$ cat config.mk
export PLATFORM = sky130hd
export DESIGN_NAME = pressure_relief_valve_regulator_flat
export DESIGN_NICKNAME = d
export VERILOG_FILES = /design/src/sv/prv_pkg.sv /design/src/sv/prv_req_if.sv /design/src/sv/prv_rsp_if.sv /design/src/sv/prv_div.sv /design/src/sv/pressure_relief_valve_regulator.sv /design/src/flat_wrapper.sv
export VERILOG_INCLUDE_DIRS = /design/src /design/src/sv
export SDC_FILE = /design/constraint.sdc
export NUM_CORES = 2
export LEC_CHECK = 0
export ABC_CLOCK_PERIOD_IN_PS = 12450
export BUFFER_PORTS_ARGS = -buffer_cell sky130_fd_sc_hd__clkbuf_2
export CORE_UTILIZATION = 60
export DETAILED_ROUTE_END_ITERATION = 12
export PLACE_DENSITY = 0.77
export SLEW_MARGIN = 25
export SYNTH_ARGS = -nofsm -noshare
export SYNTH_HDL_FRONTEND = slang
export SYNTH_SLANG_ARGS = --single-unit
$ cat constraint.sdc
create_clock -name clock -period 12.45 [get_ports clock]
set_clock_uncertainty 0.05 [all_clocks]
set_input_delay 2.49 -clock clock [delete_from_list [all_inputs] [get_ports clock]]
set_output_delay 2.49 -clock clock [all_outputs]
set_load 0.01 [all_outputs]
$ cat src/sv/pressure_relief_valve_regulator_assert.svh
// ----------------------------------------------------------------------------
// Assertion macros for the pressure relief valve regulator
// Shared forms for concurrent checks clocked on the rising clock edge.
// ----------------------------------------------------------------------------
`ifndef PRESSURE_RELIEF_VALVE_REGULATOR_ASSERT_SVH
`define PRESSURE_RELIEF_VALVE_REGULATOR_ASSERT_SVH

// Consequent must hold in the same cycle as the antecedent.
`define PRV_ASSERT_SAME(label, clk, rst, ante, cons, msg) \
   label: assert property (@(posedge clk) disable iff (rst) (ante) |-> (cons)) \
      else $error(msg);

// Consequent must hold in the cycle after the antecedent.
`define PRV_ASSERT_NEXT(label, clk, rst, ante, cons, msg) \
   label: assert property (@(posedge clk) disable iff (rst) (ante) |=> (cons)) \
      else $error(msg);

`endif

$ cat src/sv/prv_pkg.sv
`timescale 1ns / 1ps
// ----------------------------------------------------------------------------
// Pressure relief valve regulator package
// Widths, fixed-point constants, register indexes and divider link types.
// ----------------------------------------------------------------------------
package prv_pkg;

   localparam int UPTIME_W  = 32;
   localparam int ADC_W     = 12;
   localparam int PULSE_W   = 12;
   localparam int VALVE_W   = 14;
   localparam int CFG_W     = 8;
   localparam int CSR_IDX_W = 2;

   localparam int RAW_W   = 28;
   localparam int PRESS_W = 28;
   localparam int GRAD_W  = 32;
   localparam int COUNT_W = 16;
   localparam int LIMIT_W = 13;
   localparam int ACC_W   = 40;

   localparam int DIV_NUM_W = 38;
   localparam int DIV_DEN_W = 32;
   localparam int DIV_CNT_W = $clog2(DIV_NUM_W);

   localparam int PRESS_GAIN      = 24638;
   localparam int PRESS_OFFSET    = 9165477;
   localparam int PRESS_RESET     = -104857600;
   localparam int PRESS_FRAC      = 20;
   localparam int GRAD_FLOOR      = -16777;
   localparam int VALVE_FULL      = 10000;
   localparam int VALVE_FINE_FROM = 2500;
   localparam int VALVE_RESET     = 100;
   localparam int VALVE_MAX       = VALVE_FULL + 10;
   localparam int RISING_TICKS    = 100;
   localparam int SERVO_HOLD_MS   = 2000;
   localparam int PULSE_BASE      = 1040;

   localparam logic [CSR_IDX_W-1:0] CSR_PRESSURE_LIMIT = 2'd0;
   localparam logic [CSR_IDX_W-1:0] CSR_HYSTERESIS     = 2'd1;
   localparam logic [CSR_IDX_W-1:0] CSR_CONTROL_ENABLE = 2'd2;

   typedef struct packed {
      logic                 start;
      logic [DIV_NUM_W-1:0] num;
      logic [DIV_DEN_W-1:0] den;
   } div_req_type;

   typedef struct packed {
      logic                 done;
      logic [DIV_NUM_W-1:0] quot;
   } div_rsp_type;

endpackage

$ cat src/sv/prv_req_if.sv
`timescale 1ns / 1ps
// ----------------------------------------------------------------------------
// Request channel
// Valid/ready channel carrying one uptime and pressure sample transaction.
// ----------------------------------------------------------------------------
interface prv_req_if;
   import prv_pkg::*;

   logic                valid;
   logic                ready;
   logic [UPTIME_W-1:0] uptime_ms;
   logic [ADC_W-1:0]    adc_sample;

   modport source (output valid, uptime_ms, adc_sample, input ready);
   modport sink (input valid, uptime_ms, adc_sample, output ready);
endinterface

$ cat src/sv/prv_rsp_if.sv
`timescale 1ns / 1ps
// ----------------------------------------------------------------------------
// Response channel
// Valid/ready channel carrying one servo command transaction.
// ----------------------------------------------------------------------------
interface prv_rsp_if;
   import prv_pkg::*;

   logic               valid;
   logic               ready;
   logic [PULSE_W-1:0] servo_pulse;
   logic               servo_enable;
   logic [VALVE_W-1:0] valve_position;

   modport source (output valid, servo_pulse, servo_enable, valve_position, input ready);
   modport sink (input valid, servo_pulse, servo_enable, valve_position, output ready);
endinterface

$ cat src/sv/prv_div.sv
`timescale 1ns / 1ps
// ----------------------------------------------------------------------------
// Bit-serial divider
// Restoring unsigned division, one quotient bit per cycle.
// ----------------------------------------------------------------------------
module prv_div (
   input  logic                 clock,
   input  logic                 reset,
   input  prv_pkg::div_req_type div_req,
   output prv_pkg::div_rsp_type div_rsp
);
   import prv_pkg::*;

   logic                 busy_ff, busy_in;
   logic                 done_ff, done_in;
   logic [DIV_CNT_W-1:0] cnt_ff, cnt_in;
   logic [DIV_NUM_W-1:0] num_ff, num_in;
   logic [DIV_DEN_W-1:0] rem_ff, rem_in;
   logic [DIV_DEN_W-1:0] den_ff, den_in;
   logic [DIV_DEN_W:0]   trial;
   logic                 fits;

   always_comb begin
      trial   = {rem_ff, num_ff[DIV_NUM_W-1]};
      fits    = trial >= {1'b0, den_ff};
      busy_in = busy_ff;
      done_in = 1'b0;
      cnt_in  = cnt_ff;
      num_in  = num_ff;
      rem_in  = rem_ff;
      den_in  = den_ff;
      if (div_req.start) begin
         busy_in = 1'b1;
         cnt_in  = '0;
         num_in  = div_req.num;
         rem_in  = '0;
         den_in  = div_req.den;
      end else if (busy_ff) begin
         // Shift the next numerator bit into the partial remainder.
         rem_in = fits ? DIV_DEN_W'(trial - {1'b0, den_ff}) : trial[DIV_DEN_W-1:0];
         num_in = {num_ff[DIV_NUM_W-2:0], fits};
         cnt_in = cnt_ff + 1'b1;
         if (cnt_ff == DIV_CNT_W'(DIV_NUM_W - 1)) begin
            busy_in = 1'b0;
            done_in = 1'b1;
         end
      end
   end

   always_ff @(posedge clock) begin
      if (reset) begin
         busy_ff <= 1'b0;
         done_ff <= 1'b0;
         cnt_ff  <= '0;
      end else begin
         busy_ff <= busy_in;
         done_ff <= done_in;
         cnt_ff  <= cnt_in;
      end
      num_ff <= num_in;
      rem_ff <= rem_in;
      den_ff <= den_in;
   end

   assign div_rsp.done = done_ff;
   assign div_rsp.quot = num_ff;

endmodule

$ cat src/sv/pressure_relief_valve_regulator.sv
`timescale 1ns / 1ps
// ----------------------------------------------------------------------------
// Pressure relief valve regulator
// Filters pressure and its gradient per uptime tick and ramps a relief valve.
// ----------------------------------------------------------------------------
// Channel  Direction  Contents
// req_ch   in         uptime_ms (32), adc_sample (12)
// rsp_ch   out        servo_pulse (12), servo_enable (1), valve_position (14)
// csr_*    in         write enable, 2-bit register index, 8-bit write data
//
// A tick whose uptime advances runs four divisions one after another on the
// shared bit-serial divider, each a setup state and then a wait state while
// the quotient bits shift out until done, after the accept and uptime check
// and around the decision, followed by delivery. A tick whose uptime does not
// advance only forms the servo pulse. Reset is synchronous. A finished
// transaction waits in the output register while the next request is taken;
// if the consumer still stalls when the next result is ready, the sequencer
// holds until the output register frees.
// ----------------------------------------------------------------------------
`include "pressure_relief_valve_regulator_assert.svh"

module pressure_relief_valve_regulator (
   input  logic                          clock,
   input  logic                          reset,
   prv_req_if.sink                       req_ch,
   prv_rsp_if.source                     rsp_ch,
   input  logic                          csr_write_enable,
   input  logic [prv_pkg::CSR_IDX_W-1:0] csr_index,
   input  logic [prv_pkg::CFG_W-1:0]     csr_write_data
);
   import prv_pkg::*;

   // Sequencer states.
   localparam logic [3:0] ST_IDLE        = 4'd0;
   localparam logic [3:0] ST_PRE         = 4'd1;
   localparam logic [3:0] ST_FP_SETUP    = 4'd2;
   localparam logic [3:0] ST_FP_DIV      = 4'd3;
   localparam logic [3:0] ST_GRAD_SETUP  = 4'd4;
   localparam logic [3:0] ST_GRAD_DIV    = 4'd5;
   localparam logic [3:0] ST_FG_SETUP    = 4'd6;
   localparam logic [3:0] ST_FG_DIV      = 4'd7;
   localparam logic [3:0] ST_DECIDE      = 4'd8;
   localparam logic [3:0] ST_PULSE_SETUP = 4'd9;
   localparam logic [3:0] ST_PULSE_DIV   = 4'd10;
   localparam logic [3:0] ST_DELIVER     = 4'd11;

   logic [3:0] state_ff, state_in;

   // Configuration registers.
   logic [CFG_W-1:0] limit_cfg_ff;
   logic [CFG_W-1:0] hyst_cfg_ff;
   logic             enable_cfg_ff;

   // Captured transaction and per-tick working values.
   logic [UPTIME_W-1:0]     now_ff;
   logic [ADC_W-1:0]        adc_ff;
   logic [UPTIME_W-1:0]     dt_ff;
   logic signed [RAW_W-1:0] raw_ff;
   logic signed [GRAD_W-1:0] grad_ff;
   logic                    neg_ff;

   // Regulator state.
   logic signed [PRESS_W-1:0] fp_ff;
   logic signed [PRESS_W-1:0] prev_fp_ff;
   logic signed [GRAD_W-1:0]  fg_ff;
   logic [COUNT_W-1:0]        count_ff;
   logic [VALVE_W-1:0]        valve_ff;
   logic signed [LIMIT_W-1:0] limit_ff;
   logic [UPTIME_W-1:0]       last_uptime_ff;
   logic [UPTIME_W-1:0]       last_move_ff;

   // Output register.
   logic               rsp_valid_ff;
   logic [PULSE_W-1:0] pulse_ff;
   logic [PULSE_W-1:0] rsp_pulse_ff;
   logic               rsp_enable_ff;
   logic [VALVE_W-1:0] rsp_valve_ff;

   div_req_type div_req;
   div_rsp_type div_rsp;

   prv_div u_div (
      .clock   (clock),
      .reset   (reset),
      .div_req (div_req),
      .div_rsp (div_rsp)
   );

   // Signed accumulator feeding the divider, selected by the setup state. The
   // divider sees the magnitude plus half the divisor, so that the quotient is
   // rounded to nearest with ties away from zero once the sign is put back.
   logic signed [ACC_W-1:0]  acc;
   logic [ACC_W-1:0]         acc_mag;
   logic [DIV_NUM_W-1:0]     half;
   logic signed [PRESS_W:0]  dp;
   logic                     div_start;
   logic signed [DIV_NUM_W:0] quot_signed;
   logic signed [RAW_W:0]    raw_full;

   always_comb begin
      dp   = (PRESS_W+1)'(fp_ff) - (PRESS_W+1)'(prev_fp_ff);
      acc  = '0;
      half = '0;
      div_req.den = '0;
      unique case (state_ff)
         ST_FP_SETUP: begin
            acc  = ACC_W'(fp_ff) * 40'sd999 + ACC_W'(raw_ff);
            half = DIV_NUM_W'(500);
            div_req.den = DIV_DEN_W'(1000);
         end
         ST_GRAD_SETUP: begin
            // Gradient in Q7.24 per millisecond is dp * 16 / dt.
            acc  = ACC_W'(dp) <<< 4;
            half = DIV_NUM_W'(dt_ff >> 1);
            div_req.den = dt_ff;
         end
         ST_FG_SETUP: begin
            acc  = ACC_W'(fg_ff) * 40'sd99 + ACC_W'(grad_ff);
            half = DIV_NUM_W'(50);
            div_req.den = DIV_DEN_W'(100);
         end
         ST_PULSE_SETUP: begin
            acc  = $signed(ACC_W'(valve_ff) * ACC_W'(95));
            half = DIV_NUM_W'(500);
            div_req.den = DIV_DEN_W'(1000);
         end
         default: begin
            acc  = '0;
         end
      endcase
      acc_mag   = acc[ACC_W-1] ? ACC_W'(-acc) : ACC_W'(acc);
      div_start = (state_ff == ST_FP_SETUP) || (state_ff == ST_GRAD_SETUP) ||
                  (state_ff == ST_FG_SETUP) || (state_ff == ST_PULSE_SETUP);
      div_req.start = div_start;
      div_req.num   = acc_mag[DIV_NUM_W-1:0] + half;

      quot_signed = neg_ff ? -$signed({1'b0, div_rsp.quot}) : $signed({1'b0, div_rsp.quot});

      raw_full = $signed((RAW_W+1)'(adc_ff)) * $signed((RAW_W+1)'(PRESS_GAIN))
                 - $signed((RAW_W+1)'(PRESS_OFFSET));
   end

   // Step decision: rising run count, threshold with hysteresis, valve ramp.
   logic [COUNT_W-1:0]        count_next;
   logic signed [33:0]        raw_x10;
   logic signed [33:0]        limit_scaled;
   logic                      regulate;
   logic [LIMIT_W-1:0]        limit_base;
   logic signed [GRAD_W-1:0]  grad_sat;

   always_comb begin
      if (fg_ff >= GRAD_W'(GRAD_FLOOR)) begin
         count_next = (count_ff == {COUNT_W{1'b1}}) ? count_ff : count_ff + 1'b1;
      end else begin
         count_next = '0;
      end
      raw_x10      = 34'(raw_ff) * 34'sd10;
      limit_scaled = 34'(limit_ff) <<< PRESS_FRAC;
      regulate     = (raw_x10 > limit_scaled) && enable_cfg_ff;
      limit_base   = LIMIT_W'(limit_cfg_ff) * LIMIT_W'(10);

      // The quotient is a magnitude; clamp the signed gradient to 32 bits.
      if (!neg_ff && (div_rsp.quot > DIV_NUM_W'(32'h7FFF_FFFF))) begin
         grad_sat = {1'b0, {(GRAD_W-1){1'b1}}};
      end else if (neg_ff && (div_rsp.quot > DIV_NUM_W'(33'h0_8000_0000))) begin
         grad_sat = {1'b1, {(GRAD_W-1){1'b0}}};
      end else begin
         grad_sat = quot_signed[GRAD_W-1:0];
      end
   end

   // Sequencer.
   always_comb begin
      state_in = state_ff;
      unique case (state_ff)
         ST_IDLE:        if (req_ch.valid) state_in = ST_PRE;
         ST_PRE:         state_in = (now_ff > last_uptime_ff) ? ST_FP_SETUP : ST_PULSE_SETUP;
         ST_FP_SETUP:    state_in = ST_FP_DIV;
         ST_FP_DIV:      if (div_rsp.done) state_in = ST_GRAD_SETUP;
         ST_GRAD_SETUP:  state_in = ST_GRAD_DIV;
         ST_GRAD_DIV:    if (div_rsp.done) state_in = ST_FG_SETUP;
         ST_FG_SETUP:    state_in = ST_FG_DIV;
         ST_FG_DIV:      if (div_rsp.done) state_in = ST_DECIDE;
         ST_DECIDE:      state_in = ST_PULSE_SETUP;
         ST_PULSE_SETUP: state_in = ST_PULSE_DIV;
         ST_PULSE_DIV:   if (div_rsp.done) state_in = ST_DELIVER;
         ST_DELIVER:     if (!rsp_valid_ff || rsp_ch.ready) state_in = ST_IDLE;
         default:        state_in = ST_IDLE;
      endcase
   end

   always_ff @(posedge clock) begin
      if (reset) begin
         state_ff       <= ST_IDLE;
         limit_cfg_ff   <= CFG_W'(30);
         hyst_cfg_ff    <= CFG_W'(10);
         enable_cfg_ff  <= 1'b1;
         fp_ff          <= PRESS_W'(PRESS_RESET);
         prev_fp_ff     <= PRESS_W'(PRESS_RESET);
         fg_ff          <= '0;
         count_ff       <= '0;
         valve_ff       <= VALVE_W'(VALVE_RESET);
         limit_ff       <= '0;
         last_uptime_ff <= '0;
         last_move_ff   <= '0;
         rsp_valid_ff   <= 1'b0;
      end else begin
         state_ff <= state_in;

         if (csr_write_enable) begin
            unique case (csr_index)
               CSR_PRESSURE_LIMIT: limit_cfg_ff  <= csr_write_data;
               CSR_HYSTERESIS:     hyst_cfg_ff   <= csr_write_data;
               CSR_CONTROL_ENABLE: enable_cfg_ff <= csr_write_data[0];
               default:            ;
            endcase
         end

         if ((state_ff == ST_PRE) && (now_ff > last_uptime_ff)) begin
            last_uptime_ff <= now_ff;
         end
         if ((state_ff == ST_FP_DIV) && div_rsp.done) begin
            fp_ff <= quot_signed[PRESS_W-1:0];
         end
         if ((state_ff == ST_FG_DIV) && div_rsp.done) begin
            fg_ff <= quot_signed[GRAD_W-1:0];
         end

         if (state_ff == ST_DECIDE) begin
            count_ff   <= count_next;
            prev_fp_ff <= fp_ff;
            if (regulate) begin
               limit_ff <= $signed(limit_base - LIMIT_W'(hyst_cfg_ff));
               if ((count_next > COUNT_W'(RISING_TICKS)) &&
                   (valve_ff < VALVE_W'(VALVE_FULL))) begin
                  valve_ff <= (valve_ff < VALVE_W'(VALVE_FINE_FROM)) ?
                              valve_ff + VALVE_W'(10) : valve_ff + VALVE_W'(2);
                  last_move_ff <= now_ff;
               end
            end else begin
               limit_ff <= $signed(limit_base);
               if (valve_ff != '0) begin
                  valve_ff     <= '0;
                  last_move_ff <= now_ff;
               end
            end
         end

         // Output register: load when the sequencer delivers, drop on pickup.
         if ((state_ff == ST_DELIVER) && (!rsp_valid_ff || rsp_ch.ready)) begin
            rsp_valid_ff <= 1'b1;
         end else if (rsp_ch.ready) begin
            rsp_valid_ff <= 1'b0;
         end
      end

      // Payload registers need no reset.
      if ((state_ff == ST_IDLE) && req_ch.valid) begin
         now_ff <= req_ch.uptime_ms;
         adc_ff <= req_ch.adc_sample;
      end
      if (state_ff == ST_PRE) begin
         dt_ff  <= now_ff - last_uptime_ff;
         raw_ff <= raw_full[RAW_W-1:0];
      end
      if (div_start) begin
         neg_ff <= acc[ACC_W-1];
      end
      if ((state_ff == ST_GRAD_DIV) && div_rsp.done) begin
         grad_ff <= grad_sat;
      end
      if ((state_ff == ST_PULSE_DIV) && div_rsp.done) begin
         pulse_ff <= PULSE_W'((PULSE_W'(PULSE_BASE) + PULSE_W'(div_rsp.quot)) << 1);
      end
      if ((state_ff == ST_DELIVER) && (!rsp_valid_ff || rsp_ch.ready)) begin
         rsp_pulse_ff  <= pulse_ff;
         rsp_enable_ff <= ({1'b0, last_move_ff} + (UPTIME_W+1)'(SERVO_HOLD_MS)) >
                          {1'b0, last_uptime_ff};
         rsp_valve_ff  <= valve_ff;
      end
   end

   assign req_ch.ready          = (state_ff == ST_IDLE);
   assign rsp_ch.valid          = rsp_valid_ff;
   assign rsp_ch.servo_pulse    = rsp_pulse_ff;
   assign rsp_ch.servo_enable   = rsp_enable_ff;
   assign rsp_ch.valve_position = rsp_valve_ff;

   // The divider finishes only while the sequencer waits for it.
   `PRV_ASSERT_SAME(a_div_done_wait, clock, reset, div_rsp.done,
      (state_ff == ST_FP_DIV) || (state_ff == ST_GRAD_DIV) ||
      (state_ff == ST_FG_DIV) || (state_ff == ST_PULSE_DIV),
      "divider finished outside a wait state")
   // The valve never ramps past full opening plus one coarse step.
   `PRV_ASSERT_SAME(a_valve_range, clock, reset, 1'b1,
      valve_ff <= VALVE_W'(VALVE_MAX), "valve opening out of range")
   // A decision step always leaves the previous pressure equal to the filtered one.
   `PRV_ASSERT_NEXT(a_prev_follows, clock, reset, state_ff == ST_DECIDE,
      prev_fp_ff == fp_ff, "previous pressure not updated after decision")
   // An accepted request always starts with the uptime check.
   `PRV_ASSERT_NEXT(a_accept_pre, clock, reset, req_ch.valid && req_ch.ready,
      state_ff == ST_PRE, "accepted request did not enter the uptime check")

endmodule
$ cat src/flat_wrapper.sv
// flat-port wrapper written by rule: the top's interface ports become plain ports
module pressure_relief_valve_regulator_flat import prv_pkg::*;
  (clock, reset, csr_write_enable, csr_index, csr_write_data, req_ch_valid, req_ch_uptime_ms, req_ch_adc_sample, req_ch_ready, rsp_ch_valid, rsp_ch_servo_pulse, rsp_ch_servo_enable, rsp_ch_valve_position, rsp_ch_ready);
  prv_req_if req_ch_i ();
  prv_rsp_if rsp_ch_i ();
  input  logic clock;
  input  logic reset;
  input  logic csr_write_enable;
  input  logic [prv_pkg::CSR_IDX_W-1:0] csr_index;
  input  logic [prv_pkg::CFG_W-1:0] csr_write_data;
  input wire logic [$bits(req_ch_i.valid)-1:0] req_ch_valid;
  input wire logic [$bits(req_ch_i.uptime_ms)-1:0] req_ch_uptime_ms;
  input wire logic [$bits(req_ch_i.adc_sample)-1:0] req_ch_adc_sample;
  output wire logic [$bits(req_ch_i.ready)-1:0] req_ch_ready;
  output wire logic [$bits(rsp_ch_i.valid)-1:0] rsp_ch_valid;
  output wire logic [$bits(rsp_ch_i.servo_pulse)-1:0] rsp_ch_servo_pulse;
  output wire logic [$bits(rsp_ch_i.servo_enable)-1:0] rsp_ch_servo_enable;
  output wire logic [$bits(rsp_ch_i.valve_position)-1:0] rsp_ch_valve_position;
  input wire logic [$bits(rsp_ch_i.ready)-1:0] rsp_ch_ready;
  assign req_ch_i.valid = req_ch_valid;
  assign req_ch_i.uptime_ms = req_ch_uptime_ms;
  assign req_ch_i.adc_sample = req_ch_adc_sample;
  assign req_ch_ready = req_ch_i.ready;
  assign rsp_ch_valid = rsp_ch_i.valid;
  assign rsp_ch_servo_pulse = rsp_ch_i.servo_pulse;
  assign rsp_ch_servo_enable = rsp_ch_i.servo_enable;
  assign rsp_ch_valve_position = rsp_ch_i.valve_position;
  assign rsp_ch_i.ready = rsp_ch_ready;
  pressure_relief_valve_regulator u_core (.clock(clock), .reset(reset), .req_ch(req_ch_i), .rsp_ch(rsp_ch_i), .csr_write_enable(csr_write_enable), .csr_index(csr_index), .csr_write_data(csr_write_data));
endmodule
Word-level counts from Yosys, hierarchy flattened
Cells that the tools add are included.
Widths: inputs -> output; s select.

word-level totals
  bits in registers = 501
  input port bits = 59
  logic and storage cells = 148

cells by class
  $add $sub $neg = 16
  $mul = 6
  order comparisons = 10
  eq/ne operators = 22
  multiplexer cells = 33
  bitwise operators = 1
  reductions and logical operators = 31

operators by type and width
  cell                    count
  $mux 32                 6
  $pmux 40 s4             1
  $mux 38                 3
  $pmux 32 s3             1
  $pmux 31 s3             1
  $sub 32x32->32          2
  $mux 14                 4
  $pmux 4 s12             1
  $add 39x28->40          1
  $add 40x32->40          1
  $mul 32x8->40 const B   1
  $mul 28x11->39 const B  1
  $add 38x31->38          1
  $gt 38x31->1 const B    1
  $gt 38x32->1 const B    1
  $neg 38->38             1
  $add 32x11->33 const B  1
  $ge 33x32->1            1
  $gt 33x32->1            1
  $gt 33x33->1            1
  $ge 32x16->1 const B    1
  $gt 32x32->1            1
  $mul 28x4->32 const B   1
  $mux 16                 2
  other kinds (40)        83

Logic depth before layout (Yosys ltp)
  depth in word-level cells = 7
  mapped depth = 41
  mapped depth without buffers = 40

Cells and area by module
From an unflattened synthesis, not the netlist that was laid out.

second synthesis, totals
  cells, all modules = 5,298
  area total of the unflattened synthesis = 49,591.3 µm²

modules (own cells, without submodules)
  module                           instances  cells an instance  area each (µm²)
  pressure_relief_valve_regulator  1          4,742              43,590.6
  prv_div                          1          556                6,000.8

Worst setup path before layout
No wires, ideal clock.

  kind = register to register
  from = register u_core.fp_ff[5]
  to = register u_core.u_div.num_ff[37] (data pin)
  library setup time = 272 ps
  arrival time = 9,103 ps
  slack = 3,025 ps
  stages on the path, launching flop included = 39
  period minus slack after synthesis = 9,425 ps
  cell sequence = dfxtp_1 inv_1 fa_1 fa_1 inv_1 fa_1 fa_1 inv_1 fa_1 inv_1 ha_1 a21oi_1 a32oi_1 o31ai_4 o31ai_2 a311oi_4 a211oi_1 or3_1 [3 not listed] clkbuf_1 nor2_1 xnor2_1 ha_1 o21ai_0 a21boi_0 and4_1 a21o_1 nand4_1 a21oi_1 a41o_1 o211ai_1 o21ai_0 a31o_2 nand3_1 a21o_1 a2111oi_1 mux2i_1

on the way
  word-level cells in the longest chain between the ends = 7

ends and longest elaborated chain
  item                               RTL line                                RTL
  from (decl)                        pressure_relief_valve_regulator.sv:63   logic signed [PRESS_W-1:0] fp_ff;
  from (signal assigned)             pressure_relief_valve_regulator.sv:198  fp_ff <= PRESS_W'(PRESS_RESET);
  from (signal assigned)             pressure_relief_valve_regulator.sv:223  fp_ff <= quot_signed[PRESS_W-1:0];
  $mul 28x11->39                     pressure_relief_valve_regulator.sv:107  acc = ACC_W'(fp_ff) * 40'sd999 + ACC_W'(raw_ff);
  $add 39x28->40                     pressure_relief_valve_regulator.sv:107
  $pmux 40 s4 (*)                    pressure_relief_valve_regulator.sv:105  unique case (state_ff)
  $neg 38->38                        pressure_relief_valve_regulator.sv:131  acc_mag = acc[ACC_W-1] ? ACC_W'(-acc) : ACC_W'(acc);
  $mux 38 (*)                        pressure_relief_valve_regulator.sv:131
  $add 38x31->38 (*)                 pressure_relief_valve_regulator.sv:135  div_req.num = acc_mag[DIV_NUM_W-1:0] + half;
  $mux 38 (*)                        prv_div.sv:32                           if (div_req.start) begin
  named net u_core.u_div.num_in[37]  prv_div.sv:17                           logic [DIV_NUM_W-1:0] num_ff, num_in;
  to (signal assigned)               prv_div.sv:60                           num_ff <= num_in;
  to (decl)                          prv_div.sv:17

The timed path passes the listed nets; every way through them passes the cells marked *.
A chain may end at the register's enable or synchronous reset.

Worst setup path after layout
  from = register u_core.fp_ff[3]
  to = register u_core.u_div.num_ff[37] (data pin)

The elaborated chain is that of the path after synthesis.

==> impl_metrics.env <==
export IMPL_syn_instance_count=5351
export IMPL_post_synth_instance_area_um2=48900
export IMPL_layout_common_cells="706 x sky130_fd_sc_hd__inv_1, 652 x sky130_fd_sc_hd__ha_1, 442 x sky130_fd_sc_hd__a21oi_1"
export IMPL_detail_route_vias_per_cell=5.97
export IMPL_timing_final_crit_share_pct=83.1
export IMPL_worstReg2RegStart="u_core.fp_ff[3]"
export IMPL_clk_path_buf_depth=3
export IMPL_grt_setup_unrepaired="false"
export IMPL_clk_pin_slew_ns=0.06
export IMPL_sequentialPowerShare_pct=20.3
export IMPL_critPathMaxFanout=24
export IMPL_yosysSeqAreaShare_pct=25.3
export IMPL_crit_path_start_kind="register"
export IMPL_vias_in_the_first_global_route=37700
export IMPL_relSlewSlack_pct=17.7
export IMPL_run_status="finished, final reports clean"
export IMPL_clk_insertion_delay_late_ns=0.67
export IMPL_firstDrtPassIters=7
export IMPL_worst_slew_pin_slew_ns=1.23
export IMPL_wl_per_cell_um=20.0
export IMPL_p_leak_uw=0.0238
export IMPL_synth_top_cell_by_area="sky130_fd_sc_hd__ha_1"
export IMPL_fin_crit_ns=10.35
export IMPL_min_delay_path_class="reg -> reg"
export IMPL_detailedRoute_firstIterationViolations=3155
export IMPL_grt_pass1_wl_um=205000
export IMPL_hold_path_startpoint="u_core.pulse_ff[10]"
export IMPL_yosysWarnings=0
export IMPL_internal_power_uw=7590
export IMPL_setup_worst_path_end_class="register"
export IMPL_fp_dieW_um=288
export IMPL_power_share_clock_pct=12.0
export IMPL_whs_ns=0.369
export IMPL_report_final_setup_viol=0
export IMPL_synthTopCellsByArea="sky130_fd_sc_hd__ha_1 17%, sky130_fd_sc_hd__fa_1 15%, sky130_fd_sc_hd__edfxtp_1 15%"
export IMPL_worstSetupPathType="reg -> reg"
export IMPL_ant_nets=0
export IMPL_synthDistinctLibCells=104
export IMPL_switchingPower_uw=7470
export IMPL_finalWeightedCongestion=0.983
export IMPL_hpwlAfterDp_um=102000
export IMPL_vias=38700
export IMPL_h_tree_depth=2
export IMPL_drc=0
export IMPL_p_comb_share_pct=67.7
export IMPL_number_of_enable_flip_flop_cells_after_synthesis=242
export IMPL_postSynth_topFlopCell="sky130_fd_sc_hd__dfxtp_1"
export IMPL_post_cts_buffers=0
export IMPL_max_vdd_ir_drop_mv=0.524
export IMPL_power_switching_share_pct=49.6
export IMPL_chipHeight_um=288
export IMPL_syn_to_final_growth_pct=7.14
export IMPL_port_buffer_count=85
export IMPL_timing_max_transition_violations_final=0
export IMPL_max_stage_delay_ns=0.62
export IMPL_timing_setup_tns_ns=0
export IMPL_max_cap_viol_count=0
export IMPL_antenna_violations_before_repair=0
export IMPL_ff2ff_path_depth=37
export IMPL_syn_mean_instance_area_um2=9.15
export IMPL_track_usage_pct=31.5
export IMPL_nNetsFinal=6451
export IMPL_post_cts_resize_count=0
export IMPL_timing_critical_path_slowest_stage_cell="sky130_fd_sc_hd__dfxtp_1"
export IMPL_synth_top_area_share_pct=16.7
export IMPL_pwr_density_cell_nw_per_um2=287
export IMPL_wirelength_um=129000
export IMPL_maximum_number_of_pins_on_one_net_before_global_route_repair=86
export IMPL_io_pins=88
export IMPL_crit_required_ns=12.75
export IMPL_clockRootBuffer="sky130_fd_sc_hd__clkbuf_16"
export IMPL_timing_hold_violations_final=0
export IMPL_arrival_ns=10.65
export IMPL_clkSinkCount=498
export IMPL_layout_cells_most_common="sky130_fd_sc_hd__inv_1"
export IMPL_row_count=104
export IMPL_holdPathStages=0
export IMPL_cts_tree="done"
export IMPL_grt_ovfl_total=0
export IMPL_fmax_mhz=96.7
export IMPL_timing_rr_end="u_core.u_div.num_ff[37]"
export IMPL_std_cell_core_area_um2=80700
export IMPL_start_util_pct=60.7
export IMPL_whs_endpoint="u_core.rsp_ch.servo_pulse[10]"
export IMPL_asyncSetResetFlopFracSynth_pct=0
export IMPL_drive_above_1_share_pct=5.39
export IMPL_cts_made_buffers=57
export IMPL_postCtsHoldBufs=0
export IMPL_area_enclosed_by_the_die_boundary_um2=82700
export IMPL_ys_ff_latch=498
export IMPL_rrSetupSlack_ns=2.10
[cell usage after synthesis (all sizes together), types with 27 or more instances]
cell type	n
dfxtp	256
nand2	378
a21oi	445
nand4	52
o21bai	38
clkbuf	138
nor3	82
fa	374
buf	31
a31oi	47
nand2b	38
nor2	410
a21o	91
and2	46
xor2	132
nor2b	51
xnor2	203
ha	652
or3	27
and3	42
mux2i	37
a211oi	110
inv	709
o21a	47
o21ai	245
nand3	90
o211ai	27
edfxtp	242
[per-layer routing]
metal | up-vias | part of all wire, % | global-route usage [%]
met5 | - | 0 | 0
met4 | 0 | 3.7 | 11.2
met3 | 223 | 7.1 | 4.32
met2 | 1271 | 45 | 50.4
met1 | 18700 | 44 | 43.6
li1 | 18500 | - | -
[through the flow]
stage | utilization [%] | power (µW) | std cells | setup slack (ns) | cell area, µm²
after floorplan | - | 10500 | 5354 | 3.03 | 48900
after global placement | 62.4 | 12700 | 6367 | 2.40 | 50400
after detailed placement | 62.5 | 13000 | 6367 | 2.22 | 50400
after CTS | 65.0 | 14900 | 6475 | 2.18 | 52400
after global routing | 65.0 | 16300 | 6475 | 1.50 | 52400
final | 65.0 | 15100 | 6476 | 2.10 | 52400
[power groups by stage]
stage                     Clock [µW]  Combinational (µW)  Sequential, µW
after floorplan                    0                7650            2860
after global placement             0                9690            3050
after detailed placement           0                9940            3060
after CTS                       1830               10100            3030
after global routing            1890               11300            3090
final                           1810               10200            3050
[worst max path at each step]
stage,from,endpoint,slack [ns],cells past startpoint
after floorplan,u_core.fp_ff[5],u_core.u_div.num_ff[37],3.03,38
after global placement,u_core.fp_ff[3],u_core.u_div.num_ff[35],2.40,38
after detailed placement,u_core.fp_ff[4],u_core.u_div.num_ff[35],2.22,38
after CTS,u_core.fp_ff[4],u_core.u_div.num_ff[35],2.18,38
after global routing,u_core.fp_ff[3],u_core.u_div.num_ff[37],1.50,38
final,u_core.fp_ff[3],u_core.u_div.num_ff[37],2.10,37
[logic make-up after synthesis]
group	share of synthesized area, %
XOR/XNOR	6.00
other	0.0153
buffers and inverters	6.82
flip-flops	25.3
multiplexers	0.803
AND/OR/NAND/NOR	12.8
AO/OA/AOI/OAI	16.3
adder cells (fa/ha/maj)	32.0
[layout make-up]
| cell class | instances | area, µm² |
|---|---|---|
| clock inverters | 32 | 458 |
| repair buffers | 122 | 709 |
| diodes | 1 | 2.50 |
| clock buffers | 76 | 1560 |
| fillers | 6611 | 28200 |
| flip-flops and latches | 498 | 12400 |
| multi-input cells | 3977 | 33300 |
| inverters | 710 | 2670 |
| well taps | 1060 | 1330 |
[sequential cells by signal, summed over array words and instances (netlist names), 12 cells and up]
name	flops
u_core.u_div.den_ff	32
u_core.limit_ff	13
u_core.u_div.num_ff	38
u_core.valve_ff	13
u_core.adc_ff	12
u_core.grad_ff	32
u_core.last_uptime_ff	32
u_core.raw_ff	27
u_core.count_ff	16
u_core.now_ff	32
u_core.prev_fp_ff	28
u_core.dt_ff	32
u_core.u_div.rem_ff	32
u_core.fg_ff	32
u_core.fp_ff	28
u_core.rsp_ch.valve_position	13
u_core.last_move_ff	32
[worst max-delay path: cells and delay by family, from the launching register on]
kind | cells | cell delay, ns
AO/OA/AOI/OAI | 15 | 3.79
XOR/XNOR | 1 | 0.14
adder cells (fa/ha/maj) | 7 | 3.16
buffers and inverters | 6 | 0.88
flip-flops | 1 | 0.62
multiplexers | 1 | 0.14
AND/OR/NAND/NOR | 7 | 1.22
(Power assumes the default switching activity.)
